[src/rtl/core/tsr_pkg.sv]
`default_nettype none
package tsr_pkg;
  localparam int unsigned OpW = 4;
  localparam int unsigned SpdW = 18;
  localparam int unsigned RateW = 20;
  localparam int unsigned MsW = 7;
  localparam int unsigned ClkW = 24;
  localparam int unsigned CntW = 16;
  localparam int unsigned StW = 3;
  localparam int unsigned PhW = 2;
  localparam int unsigned AddrW = 5;

  localparam logic [OpW-1:0] OP_TICK = 4'd0;
  localparam logic [OpW-1:0] OP_STEP = 4'd1;
  localparam logic [OpW-1:0] OP_ZERO = 4'd2;
  localparam logic [OpW-1:0] OP_HAND = 4'd3;
  localparam logic [OpW-1:0] OP_MOTOR = 4'd4;
  localparam logic [OpW-1:0] OP_HOMING = 4'd5;
  localparam logic [OpW-1:0] OP_CONT = 4'd6;
  localparam logic [OpW-1:0] OP_SOFT = 4'd7;
  localparam logic [OpW-1:0] OP_HARD = 4'd8;

  localparam logic [StW-1:0] ST_INIT = 3'd0;
  localparam logic [StW-1:0] ST_STOPPED = 3'd1;
  localparam logic [StW-1:0] ST_HOME = 3'd2;
  localparam logic [StW-1:0] ST_DIST = 3'd3;
  localparam logic [StW-1:0] ST_CONT = 3'd4;
  localparam logic [StW-1:0] ST_HOMING = 3'd5;

  localparam logic [PhW-1:0] PH_STOP = 2'd0;
  localparam logic [PhW-1:0] PH_ACCEL = 2'd1;
  localparam logic [PhW-1:0] PH_CONST = 2'd2;
  localparam logic [PhW-1:0] PH_DECEL = 2'd3;

  localparam logic [AddrW-1:0] REG_START = 5'd0;
  localparam logic [AddrW-1:0] REG_MAX = 5'd4;
  localparam logic [AddrW-1:0] REG_ACCEL = 5'd8;
  localparam logic [AddrW-1:0] REG_DECEL = 5'd12;
  localparam logic [AddrW-1:0] REG_UPD = 5'd16;
  localparam logic [AddrW-1:0] REG_TCLK = 5'd20;
  localparam logic [AddrW-1:0] REG_MOVE = 5'd24;

  typedef struct packed {
    logic [OpW-1:0] op;
    logic           dir;
    logic           zero_clear;
  } in_t;

  typedef struct packed {
    logic [StW-1:0]  run_state;
    logic [PhW-1:0]  ramp_phase;
    logic [SpdW-1:0] speed;
    logic [ClkW-1:0] step_period;
    logic            direction;
    logic            drive_enable;
    logic [CntW-1:0] steps_done;
  } out_t;
endpackage
`default_nettype wire

[src/rtl/core/tsr_if.sv]
`default_nettype none
interface tsr_in_if;
  logic valid;
  logic ready;
  tsr_pkg::in_t data;
  modport source (output valid, output data, input ready);
  modport sink (input valid, input data, output ready);
endinterface

interface tsr_out_if;
  logic valid;
  logic ready;
  tsr_pkg::out_t data;
  modport source (output valid, output data, input ready);
  modport sink (input valid, input data, output ready);
endinterface
`default_nettype wire

[src/rtl/core/trapezoid_stepper_ramp_top.sv]
`default_nettype none
// Work per item: a run start takes one 38-bit period divide; a ramp update on a tick can
// take a 38-bit brake estimate divide, a 38-bit period divide, both one bit a cycle, and
// two reciprocal multiplies for the divides by 1000.
// Throughput: one item at a time; the next item is taken the cycle after the result is.
// The result register frees the input side once taken.
// Reset: rst_ni asynchronous active low, registers to their documented reset values.
module trapezoid_stepper_ramp_top (
  input  wire logic       clk_i,
  input  wire logic       rst_ni,
  tsr_in_if.sink          in_if,
  tsr_out_if.source       out_if,
  input  wire logic       psel,
  input  wire logic       penable,
  input  wire logic       pwrite,
  input  wire logic [4:0] paddr,
  input  wire logic [31:0] pwdata,
  output logic [31:0]     prdata,
  output logic            pready
);
  import tsr_pkg::*;

  typedef enum logic [3:0] {
    S_IDLE, S_EST_A, S_EST_B, S_EST_DIV, S_MARG_DIV, S_CHK,
    S_CHG_A, S_CHG_DIV, S_APPLY, S_PER_DIV, S_OUT
  } state_e;

  localparam int unsigned DW = 38;
  localparam int unsigned MulW = 29;
  localparam int unsigned MsShift = 38;
  // ceil(2^38 / 1000), exact floor division by 1000 for the 29-bit multiplier operands
  localparam logic [MulW-1:0] MsRecip = 29'd274877907;

  state_e state_q;
  logic [SpdW-1:0] start_q, maxs_q, speed_q;
  logic [RateW-1:0] acc_q, dec_q;
  logic [MsW-1:0] upd_q, ms_q, el_q;
  logic [ClkW-1:0] tclk_q, period_q;
  logic [CntW-1:0] move_q, cnt_q;
  logic [StW-1:0] rs_q;
  logic [PhW-1:0] ph_q;
  logic dir_q, en_q, outv_q;
  logic [DW-1:0] num_q, den_q, quo_q, rem_q, est_q, chg_q;
  logic [5:0] bit_q;
  logic [MulW-1:0] mul_a, mul_b;
  logic [2*MulW-1:0] prod;
  logic [DW-1:0] ms_quo;
  logic [DW-1:0] rem_sh;
  logic wr;

  assign pready = 1'b1;
  assign wr = psel && penable && pwrite;

  always_comb begin
    case (paddr)
      REG_START: prdata = {14'd0, start_q};
      REG_MAX:   prdata = {14'd0, maxs_q};
      REG_ACCEL: prdata = {12'd0, acc_q};
      REG_DECEL: prdata = {12'd0, dec_q};
      REG_UPD:   prdata = {25'd0, upd_q};
      REG_TCLK:  prdata = {8'd0, tclk_q};
      REG_MOVE:  prdata = {16'd0, move_q};
      default:   prdata = 32'd0;
    endcase
  end

  assign in_if.ready = (state_q == S_IDLE) && !outv_q;
  assign out_if.valid = outv_q;
  assign out_if.data = '{run_state: rs_q, ramp_phase: ph_q, speed: speed_q,
                         step_period: period_q, direction: dir_q, drive_enable: en_q,
                         steps_done: cnt_q};

  assign rem_sh = {rem_q[DW-2:0], num_q[DW-1]};

  // shared multiplier operand select
  always_comb begin
    case (state_q)
      S_EST_A: begin
        mul_a = MulW'(speed_q); mul_b = MulW'(speed_q);
      end
      S_EST_B: begin
        mul_a = MulW'(start_q); mul_b = MulW'(start_q);
      end
      S_CHG_A: begin
        mul_a = (ph_q == PH_ACCEL) ? MulW'(acc_q) : MulW'(dec_q);
        mul_b = MulW'(el_q);
      end
      S_MARG_DIV, S_CHG_DIV: begin
        mul_a = num_q[MulW-1:0]; mul_b = MsRecip;
      end
      default: begin
        mul_a = MulW'(speed_q); mul_b = MulW'(upd_q);
      end
    endcase
  end

  assign prod = mul_a * mul_b;
  assign ms_quo = DW'(prod[2*MulW-1:MsShift]);

  function automatic logic running(input logic [StW-1:0] s);
    return s == ST_DIST || s == ST_CONT || s == ST_HOMING;
  endfunction

  always_ff @(posedge clk_i or negedge rst_ni) begin
    if (!rst_ni) begin
      state_q <= S_IDLE;
      start_q <= 18'd400; maxs_q <= 18'd3200; acc_q <= 20'd4000; dec_q <= 20'd4000;
      upd_q <= 7'd10; tclk_q <= 24'd1000000; move_q <= 16'd24000;
      rs_q <= ST_INIT; ph_q <= PH_STOP; speed_q <= '0; period_q <= 24'd2;
      dir_q <= 1'b0; en_q <= 1'b0; cnt_q <= '0; ms_q <= '0; outv_q <= 1'b0;
      el_q <= '0; num_q <= '0; den_q <= '0; quo_q <= '0; rem_q <= '0;
      est_q <= '0; chg_q <= '0; bit_q <= '0;
    end else begin
      if (wr) begin
        case (paddr)
          REG_START: start_q <= pwdata[SpdW-1:0];
          REG_MAX:   maxs_q <= pwdata[SpdW-1:0];
          REG_ACCEL: acc_q <= pwdata[RateW-1:0];
          REG_DECEL: dec_q <= pwdata[RateW-1:0];
          REG_UPD:   upd_q <= pwdata[MsW-1:0];
          REG_TCLK:  tclk_q <= pwdata[ClkW-1:0];
          REG_MOVE:  move_q <= pwdata[CntW-1:0];
          default: ;
        endcase
      end
      if (out_if.valid && out_if.ready) outv_q <= 1'b0;
      // iterative divide step, one quotient bit a cycle
      if ((state_q == S_EST_DIV || state_q == S_PER_DIV) && bit_q != '0) begin
        num_q <= {num_q[DW-2:0], 1'b0};
        if (rem_sh >= den_q) begin
          rem_q <= rem_sh - den_q;
          quo_q <= {quo_q[DW-2:0], 1'b1};
        end else begin
          rem_q <= rem_sh;
          quo_q <= {quo_q[DW-2:0], 1'b0};
        end
        bit_q <= bit_q - 6'd1;
      end
      case (state_q)
        S_IDLE: begin
          if (in_if.valid && in_if.ready) begin
            state_q <= S_OUT;
            case (in_if.data.op)
              OP_TICK: begin
                if (running(rs_q)) begin
                  logic [MsW-1:0] m;
                  m = (ms_q < 7'd127) ? ms_q + 7'd1 : ms_q;
                  ms_q <= m;
                  if (m >= upd_q) begin
                    el_q <= (m > 7'd100) ? 7'd100 : m;
                    ms_q <= '0;
                    if (rs_q == ST_DIST && (ph_q == PH_ACCEL || ph_q == PH_CONST))
                      state_q <= S_EST_A;
                    else
                      state_q <= S_CHG_A;
                  end
                end
              end
              OP_STEP: begin
                if (rs_q == ST_DIST) begin
                  if (cnt_q + 16'd1 >= move_q) begin
                    en_q <= 1'b0; cnt_q <= '0; speed_q <= '0; ph_q <= PH_STOP;
                    rs_q <= ST_STOPPED;
                  end else cnt_q <= cnt_q + 16'd1;
                end
              end
              OP_ZERO: begin
                en_q <= 1'b0; cnt_q <= '0; speed_q <= '0; ph_q <= PH_STOP;
                rs_q <= ST_HOME; dir_q <= 1'b1;
              end
              OP_HAND, OP_MOTOR, OP_HOMING, OP_CONT: begin
                logic go;
                logic d;
                logic [StW-1:0] ns;
                go = 1'b0; d = 1'b0; ns = ST_DIST;
                if (in_if.data.op == OP_HAND) begin
                  go = !running(rs_q) && in_if.data.zero_clear;
                end else if (in_if.data.op == OP_MOTOR) begin
                  go = !running(rs_q); d = 1'b1;
                end else if (in_if.data.op == OP_HOMING) begin
                  ns = ST_HOMING;
                  if (!running(rs_q)) begin
                    if (in_if.data.zero_clear) go = 1'b1;
                    else rs_q <= ST_HOME;
                  end
                end else begin
                  ns = ST_CONT; d = in_if.data.dir;
                  if (rs_q == ST_CONT) begin
                    if (dir_q == d) begin
                      if (ph_q == PH_DECEL) begin
                        ph_q <= PH_ACCEL; ms_q <= '0;
                      end
                    end else ph_q <= PH_DECEL;
                  end else if (rs_q != ST_DIST && rs_q != ST_HOMING) begin
                    if (!d && !in_if.data.zero_clear) rs_q <= ST_HOME;
                    else go = 1'b1;
                  end
                end
                if (go) begin
                  speed_q <= start_q; ph_q <= PH_ACCEL; ms_q <= '0; dir_q <= d;
                  cnt_q <= '0; rs_q <= ns; en_q <= 1'b1;
                  if (start_q != '0) begin
                    num_q <= {14'd0, tclk_q}; den_q <= {20'd0, start_q};
                    quo_q <= '0; rem_q <= '0; bit_q <= 6'(DW);
                    state_q <= S_PER_DIV;
                  end
                end
              end
              OP_SOFT: begin
                if (rs_q == ST_CONT && ph_q != PH_DECEL) begin
                  ph_q <= PH_DECEL; ms_q <= '0;
                end
              end
              OP_HARD: begin
                en_q <= 1'b0; cnt_q <= '0; speed_q <= '0; ph_q <= PH_STOP;
                rs_q <= ST_STOPPED; ms_q <= '0;
              end
              default: ;
            endcase
          end
        end
        S_EST_A: begin
          est_q <= prod[DW-1:0];
          state_q <= S_EST_B;
        end
        S_EST_B: begin
          if (dec_q == '0 || speed_q <= start_q) begin
            est_q <= '0;
            num_q <= prod[DW-1:0];
            state_q <= S_EST_DIV;
            bit_q <= '0;
          end else begin
            num_q <= est_q - prod[DW-1:0] + {17'd0, dec_q, 1'b0} - 38'd1;
            state_q <= S_EST_DIV;
            bit_q <= 6'(DW);
          end
          den_q <= {17'd0, dec_q, 1'b0};
          quo_q <= '0; rem_q <= '0;
        end
        S_EST_DIV: begin
          if (bit_q == '0) begin
            if (dec_q != '0 && speed_q > start_q) est_q <= quo_q;
            num_q <= prod[DW-1:0];
            state_q <= S_MARG_DIV;
          end
        end
        S_MARG_DIV: begin
          quo_q <= ms_quo;
          state_q <= S_CHK;
        end
        S_CHK: begin
          logic [DW-1:0] remain;
          remain = (cnt_q >= move_q) ? '0 : DW'(move_q - cnt_q);
          if (remain <= est_q + quo_q + 38'd1) ph_q <= PH_DECEL;
          state_q <= S_CHG_A;
        end
        S_CHG_A: begin
          num_q <= prod[DW-1:0];
          if (ph_q == PH_CONST) state_q <= S_OUT;
          else if (ph_q == PH_STOP) begin
            en_q <= 1'b0; speed_q <= '0; rs_q <= ST_STOPPED; state_q <= S_OUT;
          end else if (ph_q == PH_DECEL && rs_q != ST_DIST && rs_q != ST_CONT) begin
            ph_q <= PH_ACCEL; state_q <= S_OUT;
          end else state_q <= S_CHG_DIV;
        end
        S_CHG_DIV: begin
          chg_q <= (ms_quo == '0) ? 38'd1 : ms_quo;
          state_q <= S_APPLY;
        end
        S_APPLY: begin
          logic [SpdW-1:0] ns;
          logic ld;
          ns = speed_q; ld = 1'b1;
          if (ph_q == PH_ACCEL) begin
            if (speed_q >= maxs_q || chg_q >= DW'(maxs_q - speed_q)) begin
              ns = maxs_q; ph_q <= PH_CONST;
            end else ns = speed_q + SpdW'(chg_q);
          end else if (DW'(speed_q) <= DW'(start_q) + chg_q) begin
            if (rs_q == ST_DIST) ns = start_q;
            else begin
              ld = 1'b0; ns = '0; en_q <= 1'b0; cnt_q <= '0; ph_q <= PH_STOP;
              rs_q <= ST_STOPPED;
            end
          end else ns = speed_q - SpdW'(chg_q);
          speed_q <= ns;
          num_q <= {14'd0, tclk_q}; den_q <= {20'd0, ns};
          quo_q <= '0; rem_q <= '0; bit_q <= 6'(DW);
          state_q <= (ld && ns != '0) ? S_PER_DIV : S_OUT;
        end
        S_PER_DIV: begin
          if (bit_q == '0) begin
            period_q <= (quo_q < 38'd2) ? 24'd2 : quo_q[ClkW-1:0];
            state_q <= S_OUT;
          end
        end
        S_OUT: begin
          outv_q <= 1'b1;
          state_q <= S_IDLE;
        end
        default: state_q <= S_IDLE;
      endcase
    end
  end
endmodule
`default_nettype wire

[src/flat_wrapper.sv]
// flat-port wrapper written by rule: the top's interface ports become plain ports
module trapezoid_stepper_ramp_top_flat import tsr_pkg::*;
  (clk_i, rst_ni, psel, penable, pwrite, paddr, pwdata, prdata, pready, in_if_valid, in_if_data, in_if_ready, out_if_valid, out_if_data, out_if_ready);
  tsr_in_if in_if_i ();
  tsr_out_if out_if_i ();
  input  wire logic clk_i;
  input  wire logic rst_ni;
  input  wire logic psel;
  input  wire logic penable;
  input  wire logic pwrite;
  input  wire logic [4:0] paddr;
  input  wire logic [31:0] pwdata;
  output logic [31:0] prdata;
  output logic pready;
  input wire logic [$bits(in_if_i.valid)-1:0] in_if_valid;
  input wire logic [$bits(in_if_i.data)-1:0] in_if_data;
  output wire logic [$bits(in_if_i.ready)-1:0] in_if_ready;
  output wire logic [$bits(out_if_i.valid)-1:0] out_if_valid;
  output wire logic [$bits(out_if_i.data)-1:0] out_if_data;
  input wire logic [$bits(out_if_i.ready)-1:0] out_if_ready;
  assign in_if_i.valid = in_if_valid;
  assign in_if_i.data = in_if_data;
  assign in_if_ready = in_if_i.ready;
  assign out_if_valid = out_if_i.valid;
  assign out_if_data = out_if_i.data;
  assign out_if_i.ready = out_if_ready;
  trapezoid_stepper_ramp_top u_core (.clk_i(clk_i), .rst_ni(rst_ni), .in_if(in_if_i), .out_if(out_if_i), .psel(psel), .penable(penable), .pwrite(pwrite), .paddr(paddr), .pwdata(pwdata), .prdata(prdata), .pready(pready));
endmodule
[config.mk]
export PLATFORM = sky130hd
export DESIGN_NAME = trapezoid_stepper_ramp_top_flat
export DESIGN_NICKNAME = d
export VERILOG_FILES = /design/src/rtl/core/tsr_pkg.sv /design/src/rtl/core/tsr_if.sv /design/src/rtl/core/trapezoid_stepper_ramp_top.sv /design/src/flat_wrapper.sv
export SDC_FILE = /design/constraint.sdc
export NUM_CORES = 2
export LEC_CHECK = 0
export ABC_AREA = 1
export BUFFER_PORTS_ARGS = -buffer_cell sky130_fd_sc_hd__buf_2
export CORE_AREA = 2 2 339 341
export CTS_CLUSTER_SIZE = 8
export DETAILED_ROUTE_END_ITERATION = 16
export DIE_AREA = 0 0 341 343
export PLACE_DENSITY = 0.72
export SLEW_MARGIN = 20
export SYNTH_ARGS = -nofsm -noshare
export SYNTH_HDL_FRONTEND = slang
export SYNTH_SLANG_ARGS = --single-unit
export TNS_END_PERCENT = 5
[constraint.sdc]
create_clock -name clk_i -period 9.8 [get_ports clk_i]
set_input_delay 0.49 -clock clk_i [delete_from_list [all_inputs] [get_ports clk_i]]
set_output_delay 0.49 -clock clk_i [all_outputs]
set_load 0.005 [all_outputs]
Word-level counts from Yosys, hierarchy flattened
Index checks and enable logic that the tools add are counted.

Register bits: 441. Latch bits: 0. RAM bits: 0. Bits in read-only memories: 0. Input bits: 50. Memories kept: 0.

$add $sub $neg: 14. Multipliers: 1. Div/mod/pow operators: 0. Magnitude comparators: 13. Equal/unequal tests: 80. Shift-type cells: 0. Muxes and demuxes: 170. Bitwise logic cells: 0. Reductions and logical operators: 67.

Operators by type and width (number): 38-bit two-way mux (26); 38-bit one-hot mux with 3 select lines (3); 18-bit two-way mux (11); 38-bit one-hot mux with 5 select lines (1); 24-bit one-hot mux with 7 select lines (1); 29-bit one-hot mux with 4 select lines (1); 16-bit two-way mux (7); 18-bit one-hot mux with 3 select lines (2); 29-bit one-hot mux with 3 select lines (1); 7-bit two-way mux (12); 38-bit >= comparator (2); 38-bit one-hot mux with 2 select lines (1); 38-bit subtractor (2); 3-bit two-way mux (20); 29-bit by 29-bit multiplier with 58-bit output (1); 16-bit one-hot mux with 3 select lines (1); 2-bit two-way mux (21); 20-bit two-way mux (2); 5-bit != test, second input constant (8); 4-bit one-hot mux with 10 select lines (1); 18-bit by 38-bit adder with 38-bit output (1); 38-bit by 1-bit adder with 38-bit output, second input constant (1); 38-bit by 21-bit adder with 38-bit output (1); 38-bit adder (1); other kinds (74) (217).

Depth between registers and ports, before layout
Word-level depth: 15. Mapped depth: 57.

Least setup slack after synthesis
No wires, ideal clock.

Kind: reg-to-reg. Start: reg u_core.ph_q[1]. End: reg u_core.num_q[36]. Library setup time: 0.087 ns. Arrival time: 9.585 ns. Path slack: 0.128 ns. Stages on the path, launching flop included: 50. Path buffers: 3. Period minus slack after synthesis: 9.672 ns. Cells stage by stage: dfrtp_1 -> inv_1 -> ha_1 -> clkbuf_1 -> clkinv_1 -> clkbuf_1 -> nand2_1 -> nand2_1 -> a21oi_1 -> nand3_1 -> o21ai_1 -> clkbuf_1 -> nor2_1 -> fa_1 -> fa_1 -> fa_1 -> inv_1 -> fa_1 -> (+14 left out) -> xnor2_1 -> xnor2_1 -> inv_1 -> ha_1 -> a21o_1 -> ha_1 -> nand2_1 -> nor2_1 -> nand2_1 -> nor3_1 -> nand3_1 -> nand3_1 -> nand3_1 -> nand2_1 -> nor2_1 -> o21ai_0 -> o211ai_1 -> a22oi_1.

Longest elaborated chain between the ends: 9. Elaborated cells on any way between the ends: 10. Those cells by class: 3 x add/sub; 1 x mul; 1 x eq/ne; 5 x mux.

RTL lines: start, declared (line trapezoid_stepper_ramp_top.sv:41) `logic [PhW-1:0] ph_q;`; start signal, assigned (line trapezoid_stepper_ramp_top.sv:109) `rs_q <= ST_INIT; ph_q <= PH_STOP; speed_q <= '0; period_q <= 24'd2;`; start signal, assigned (line trapezoid_stepper_ramp_top.sv:162) `en_q <= 1'b0; cnt_q <= '0; speed_q <= '0; ph_q <= PH_STOP;`; start signal, assigned (line trapezoid_stepper_ramp_top.sv:168) `en_q <= 1'b0; cnt_q <= '0; speed_q <= '0; ph_q <= PH_STOP;`; 2-bit by 1-bit == test with 1-bit output (*) (line trapezoid_stepper_ramp_top.sv:85) `mul_a = (ph_q == PH_ACCEL) ? MulW'(acc_q) : MulW'(dec_q);`; 20-bit two-way mux (*) (line trapezoid_stepper_ramp_top.sv:85); 29-bit one-hot mux with 3 select lines (*) (line trapezoid_stepper_ramp_top.sv:77) `case (state_q)`; 29-bit by 29-bit multiplier with 58-bit output (*) (line trapezoid_stepper_ramp_top.sv:97) `assign prod = mul_a * mul_b;`; 38-bit subtractor (line trapezoid_stepper_ramp_top.sv:233) `num_q <= est_q - prod[DW-1:0] + {17'd0, dec_q, 1'b0} - 38'd1;`; 38-bit by 21-bit adder with 38-bit output (line trapezoid_stepper_ramp_top.sv:233); 38-bit by 1-bit subtractor with 38-bit output (line trapezoid_stepper_ramp_top.sv:233); 38-bit two-way mux (line trapezoid_stepper_ramp_top.sv:227) `if (dec_q == '0 || speed_q <= start_q) begin`; 38-bit one-hot mux with 5 select lines (*) (line trapezoid_stepper_ramp_top.sv:139) `case (state_q)`; end signal, assigned (line trapezoid_stepper_ramp_top.sv:229) `num_q <= prod[DW-1:0];`; end signal, assigned (line trapezoid_stepper_ramp_top.sv:233); end signal, assigned (line trapezoid_stepper_ramp_top.sv:243) `num_q <= prod[DW-1:0];`; end, declared (line trapezoid_stepper_ramp_top.sv:43) `logic [DW-1:0] num_q, den_q, quo_q, rem_q, est_q, chg_q;`.

Mark *: on every way between the ends. The rest lies on a longest branch, timed or not. A chain may end at the register's enable or synchronous reset.

Final worst setup path
Start: reg u_core.state_q[1]. End: reg u_core.num_q[30].

Longest elaborated chain between the ends: 9. Elaborated cells on any way between the ends: 28. Those cells by class: 3 x add/sub; 1 x mul; 8 x eq/ne; 10 x mux; 6 x reduce/logical.

RTL lines: start, declared (line trapezoid_stepper_ramp_top.sv:34) `state_e state_q;`; start signal, assigned (line trapezoid_stepper_ramp_top.sv:288) `state_q <= (ld && ns != '0) ? S_PER_DIV : S_OUT;`; 4-bit by 3-bit == test with 1-bit output (tied with other cells) (line trapezoid_stepper_ramp_top.sv:77); 2-bit OR reduction or 1-bit logical OR (tied branches) (line trapezoid_stepper_ramp_top.sv:77, trapezoid_stepper_ramp_top.sv:128); 29-bit one-hot mux with 4 select lines (tied with other cells) (line trapezoid_stepper_ramp_top.sv:77); 29-bit by 29-bit multiplier with 58-bit output or 38-bit two-way mux (tied branches) (line trapezoid_stepper_ramp_top.sv:97, trapezoid_stepper_ramp_top.sv:128); 38-bit subtractor or 38-bit two-way mux (tied branches) (line trapezoid_stepper_ramp_top.sv:233, trapezoid_stepper_ramp_top.sv:202); 38-bit by 21-bit adder with 38-bit output or 38-bit two-way mux (tied branches) (line trapezoid_stepper_ramp_top.sv:233, trapezoid_stepper_ramp_top.sv:199); 38-bit by 1-bit subtractor with 38-bit output or 38-bit two-way mux (tied branches) (line trapezoid_stepper_ramp_top.sv:233, trapezoid_stepper_ramp_top.sv:143); 38-bit two-way mux, on equally long branches (line trapezoid_stepper_ramp_top.sv:227, trapezoid_stepper_ramp_top.sv:141); 38-bit one-hot mux with 5 select lines (*) (line trapezoid_stepper_ramp_top.sv:139).

Marks and branches as above.

==> metrics.json <==
{
  "sta": {
    "final_period_minus_worst_setup_slack_ns": 10.03,
    "finClkSkew_ns": 0.0825,
    "final.setup.worst_slack_ns": -0.233,
    "hold_viol_final": 0,
    "final-setup-viol-count": 12,
    "achievable-frequency_mhz": 99.7,
    "maxSlewViolCount": 0,
    "tightest_slew_ns": 1.13,
    "min_period_over_period_pct": 102,
    "slew_headroom_pct": 23.8,
    "rsz_0062_raised_after_global_routing": "true"
  },
  "route": {
    "routed_wire_length_per_instance_um": 24.5,
    "detailroute.via_count": 56300,
    "drc_marker_count_from_the_first_detailed_route_iteration": 5173,
    "vias_per_cell": 5.68,
    "final_wirelength_um": 242000,
    "drt-pass1-iter-count": 6,
    "post-route-drc-count": 0,
    "detail-route-antenna-nets": 0
  },
  "critical_path": {
    "worstSetupEndpointType": "register",
    "crit_type": "register to register",
    "worst-endpoint-arrival_ns": 10.60,
    "crit_path_top_delay_cell": "sky130_fd_sc_hd__fa_2",
    "path_max_fanout": 5,
    "timing.critical_path.to": "u_core.num_q[30]",
    "critPathBufInv": 21,
    "timing.critical_path.from_type": "register",
    "timing.rr.start": "u_core.state_q[1]",
    "rr_worst_depth": 54,
    "cp.depth": 54,
    "worst_path_dominant_cell_family": "adder cells",
    "crit-reg2reg-capture": "u_core.num_q[30]",
    "path_common_cell": "sky130_fd_sc_hd__buf_4",
    "required_time_at_the_worst_slack_endpoint_ns": 10.37,
    "reg2reg_slack_ns": -0.23,
    "crit_path_max_incr_delay_ns": 0.65,
    "crit_path_start": "u_core.state_q[1]"
  },
  "yosys": {
    "synthDominantCellAreaShare_pct": 18.6,
    "seq_area_frac_synth_pct": 18.0,
    "synth.top_cells.by_area": "sky130_fd_sc_hd__fa_1, sky130_fd_sc_hd__dfrtp_1, sky130_fd_sc_hd__ha_1",
    "async_flop_share_pct": 100,
    "post-synth-top-count-cell": "sky130_fd_sc_hd__inv_1",
    "postSynthCellCount": 7476,
    "ys.warnings.count": 0,
    "synth.cells.most_frequent": "sky130_fd_sc_hd__inv_1, sky130_fd_sc_hd__nand2_1, sky130_fd_sc_hd__nor2_1, sky130_fd_sc_hd__ha_1, sky130_fd_sc_hd__o21ai_0",
    "synth.avg_cell_area_um2": 7.55,
    "synth.distinct_cells": 82,
    "ys_seq_elements": 405,
    "synth-main-ff-cell": "sky130_fd_sc_hd__dfrtp_1",
    "synth_edf_count": 0,
    "post_synth_instance_area_mm2": 0.0564,
    "synth_largest_area_cell": "sky130_fd_sc_hd__fa_1"
  },
  "cts": {
    "cts_tree": "done",
    "clock_edge_transition_at_the_registers_on_the_reported_setup_and_hold_paths_ns": 0.06,
    "cts_root_buf": "sky130_fd_sc_hd__clkbuf_16",
    "cts.htree.levels": 2,
    "cts.path.max_buffers": 3,
    "cts_buffers": 59,
    "tritoncts_num_sinks": 405,
    "worstSkewPairLatency_ns": 0.72
  },
  "final_layout": {
    "layout-drive-gt1-share_pct": 18.0,
    "final_cell_area_mm2": 0.0681,
    "nets": 9550,
    "flow.area_growth_from_synthesis_pct": 20.8
  },
  "placement": {
    "port-buffer-count": 132,
    "dpl.hpwl_um": 201000,
    "dpl_cell_area_mm2": 0.0638,
    "finalWeightedCongestion": 1.04
  },
  "floorplanning": {
    "io_pins": 150,
    "design.die.area_mm2": 0.117,
    "die_x_um": 341,
    "die_h_um": 343,
    "core_area_mm2": 0.113,
    "rows": 124,
    "start_util_pct": 49.7
  },
  "global_route": {
    "met2_usage_pct": 65.6,
    "antenna_violations_before_repair": 6,
    "grt_util_met3_pct": 7.90,
    "grt_start_max_net_pins": 81,
    "globalRoute.totalOverflow": 0,
    "grt_pass1_wl_um": 355000,
    "first_global_vias": 55400,
    "grtUsageTotal_pct": 41.0,
    "top_usage_layer": "met2",
    "met1_track_usage_gr_pct": 51.7
  },
  "outcome": {
    "violated_checks": "negative setup slack",
    "outcome": "finished with violations"
  },
  "min_path": {
    "path_type_of_the_worst_min_delay_path": "primary input to register"
  },
  "run": {
    "drv.max_cap_violation_count": 0
  }
}
worst register-to-register path, delay by kind of cell (launching register included):
| family | cells | cell delay, ns |
|---|---|---|
| flip-flops | 1 | 0.42 |
| XOR/XNOR | 1 | 0.26 |
| AO/OA/AOI/OAI | 6 | 0.73 |
| adder cells (fa/ha/maj) | 11 | 4.25 |
| buffers and inverters | 21 | 2.45 |
| AND/OR/NAND/NOR | 15 | 1.84 |
flip-flops by register name, indices dropped and copies added, names as in the netlist, 21 cells and up:
signal           flops
u_core.num_q        38
u_core.quo_q        38
u_core.est_q        38
u_core.tclk_q       24
u_core.period_q     24
u_core.rem_q        37
u_core.den_q        21
per-stage QoR:
stage	cells	setup WS (ns)	hold slack [ns]	setup TNS (ns)	utilization, %
2_1_floorplan	7565	0.128	0.194	0	-
3_3_place_gp	9709	-0.735	0.461	-9.53	56.3
3_5_place_dp	9709	-0.761	0.470	-10.72	56.3
4_1_cts	9878	-0.0622	0.0207	-0.217	59.6
5_1_grt	9893	-0.515	0.0388	-7.63	60.1
6_report	9896	-0.233	0.0362	-1.19	60.1
cells by family (layout without fill, tap and decap cells):
family | Yosys count | count (layout) | synth area share, %
AOI/OAI and AO/OA | 1464 | 1464 | 15.3
xor gates and xnor gates | 229 | 229 | 3.56
adders and majority gates | 1168 | 1168 | 32.9
buffers and inverters | 1671 | 2487 | 11.5
DFF | 405 | 405 | 18.0
muxes | 3 | 3 | 0.0532
other | 2 | 94 | 0.0133
and+or+nand+nor | 2534 | 2534 | 18.7
per-layer routing:
layer	wire (um)	vias to the layer above	part of all wire, %
li1	-	25600	-
met3	21000	702	8.7
met5	13	-	0.0054
met1	95000	27400	39
met4	17400	2	7.2
met2	109000	2541	45
what timing repair did:
item,CTS,global route
hold buffers,1,0
pin swaps,117,56
hold endpoints to repair,63,0
gates resized for setup,345,98
gates cloned,1,0
endpoints found under the setup margin,26,27
setup buffers,58,15
how the worst min path moves through the flow:
stage                              startpoint  slack [ns]  cells after the start             endpoint
final                            out_if_ready        0.04                      2  u_core.out_if.valid
after global routing             out_if_ready        0.04                      2  u_core.out_if.valid
after CTS                        out_if_ready        0.02                      2  u_core.out_if.valid
after detailed placement  u_core.period_q[14]        0.47                      2  u_core.period_q[14]
after global placement    u_core.period_q[17]        0.46                      2  u_core.period_q[17]
after floorplan                        rst_ni        0.19                      0      u_core.acc_q[0]
placed cells by master, fill, tap and decap left out, types with 49 or more instances in the layout:
cell,netlist,routed
sky130_fd_sc_hd__dfrtp_1,370,370
sky130_fd_sc_hd__fa_1,524,497
sky130_fd_sc_hd__nand2_1,1337,1306
sky130_fd_sc_hd__a21oi_1,462,414
sky130_fd_sc_hd__conb_1,2,91
sky130_fd_sc_hd__inv_1,1399,1368
sky130_fd_sc_hd__ha_1,644,603
sky130_fd_sc_hd__nor3_1,61,54
sky130_fd_sc_hd__xor2_1,139,130
sky130_fd_sc_hd__inv_2,43,66
sky130_fd_sc_hd__xnor2_1,90,84
sky130_fd_sc_hd__clkbuf_16,0,59
sky130_fd_sc_hd__o21ai_0,539,504
sky130_fd_sc_hd__buf_4,23,751
sky130_fd_sc_hd__nor2_2,29,61
sky130_fd_sc_hd__o211ai_1,49,49
sky130_fd_sc_hd__buf_2,44,131
sky130_fd_sc_hd__o22ai_1,72,72
sky130_fd_sc_hd__nor2_1,754,697
sky130_fd_sc_hd__nand3_1,203,200
cell type report:
class                      instances  area (um2)
fill                           10400       45300
antenna                            3        7.51
clock buffer                     103        1690
multi-input combinational       5489       41800
tap                             1512        1890
timing repair inverter             1        6.26
sequential                       405       10200
timing repair buffer             925        6900
clock inverter                     7         135
inverter                        1451        5490
Power is left out: the tool's default activity adds up to more than one toggle a clock period on the data nets, which glitch-free logic cannot reach.
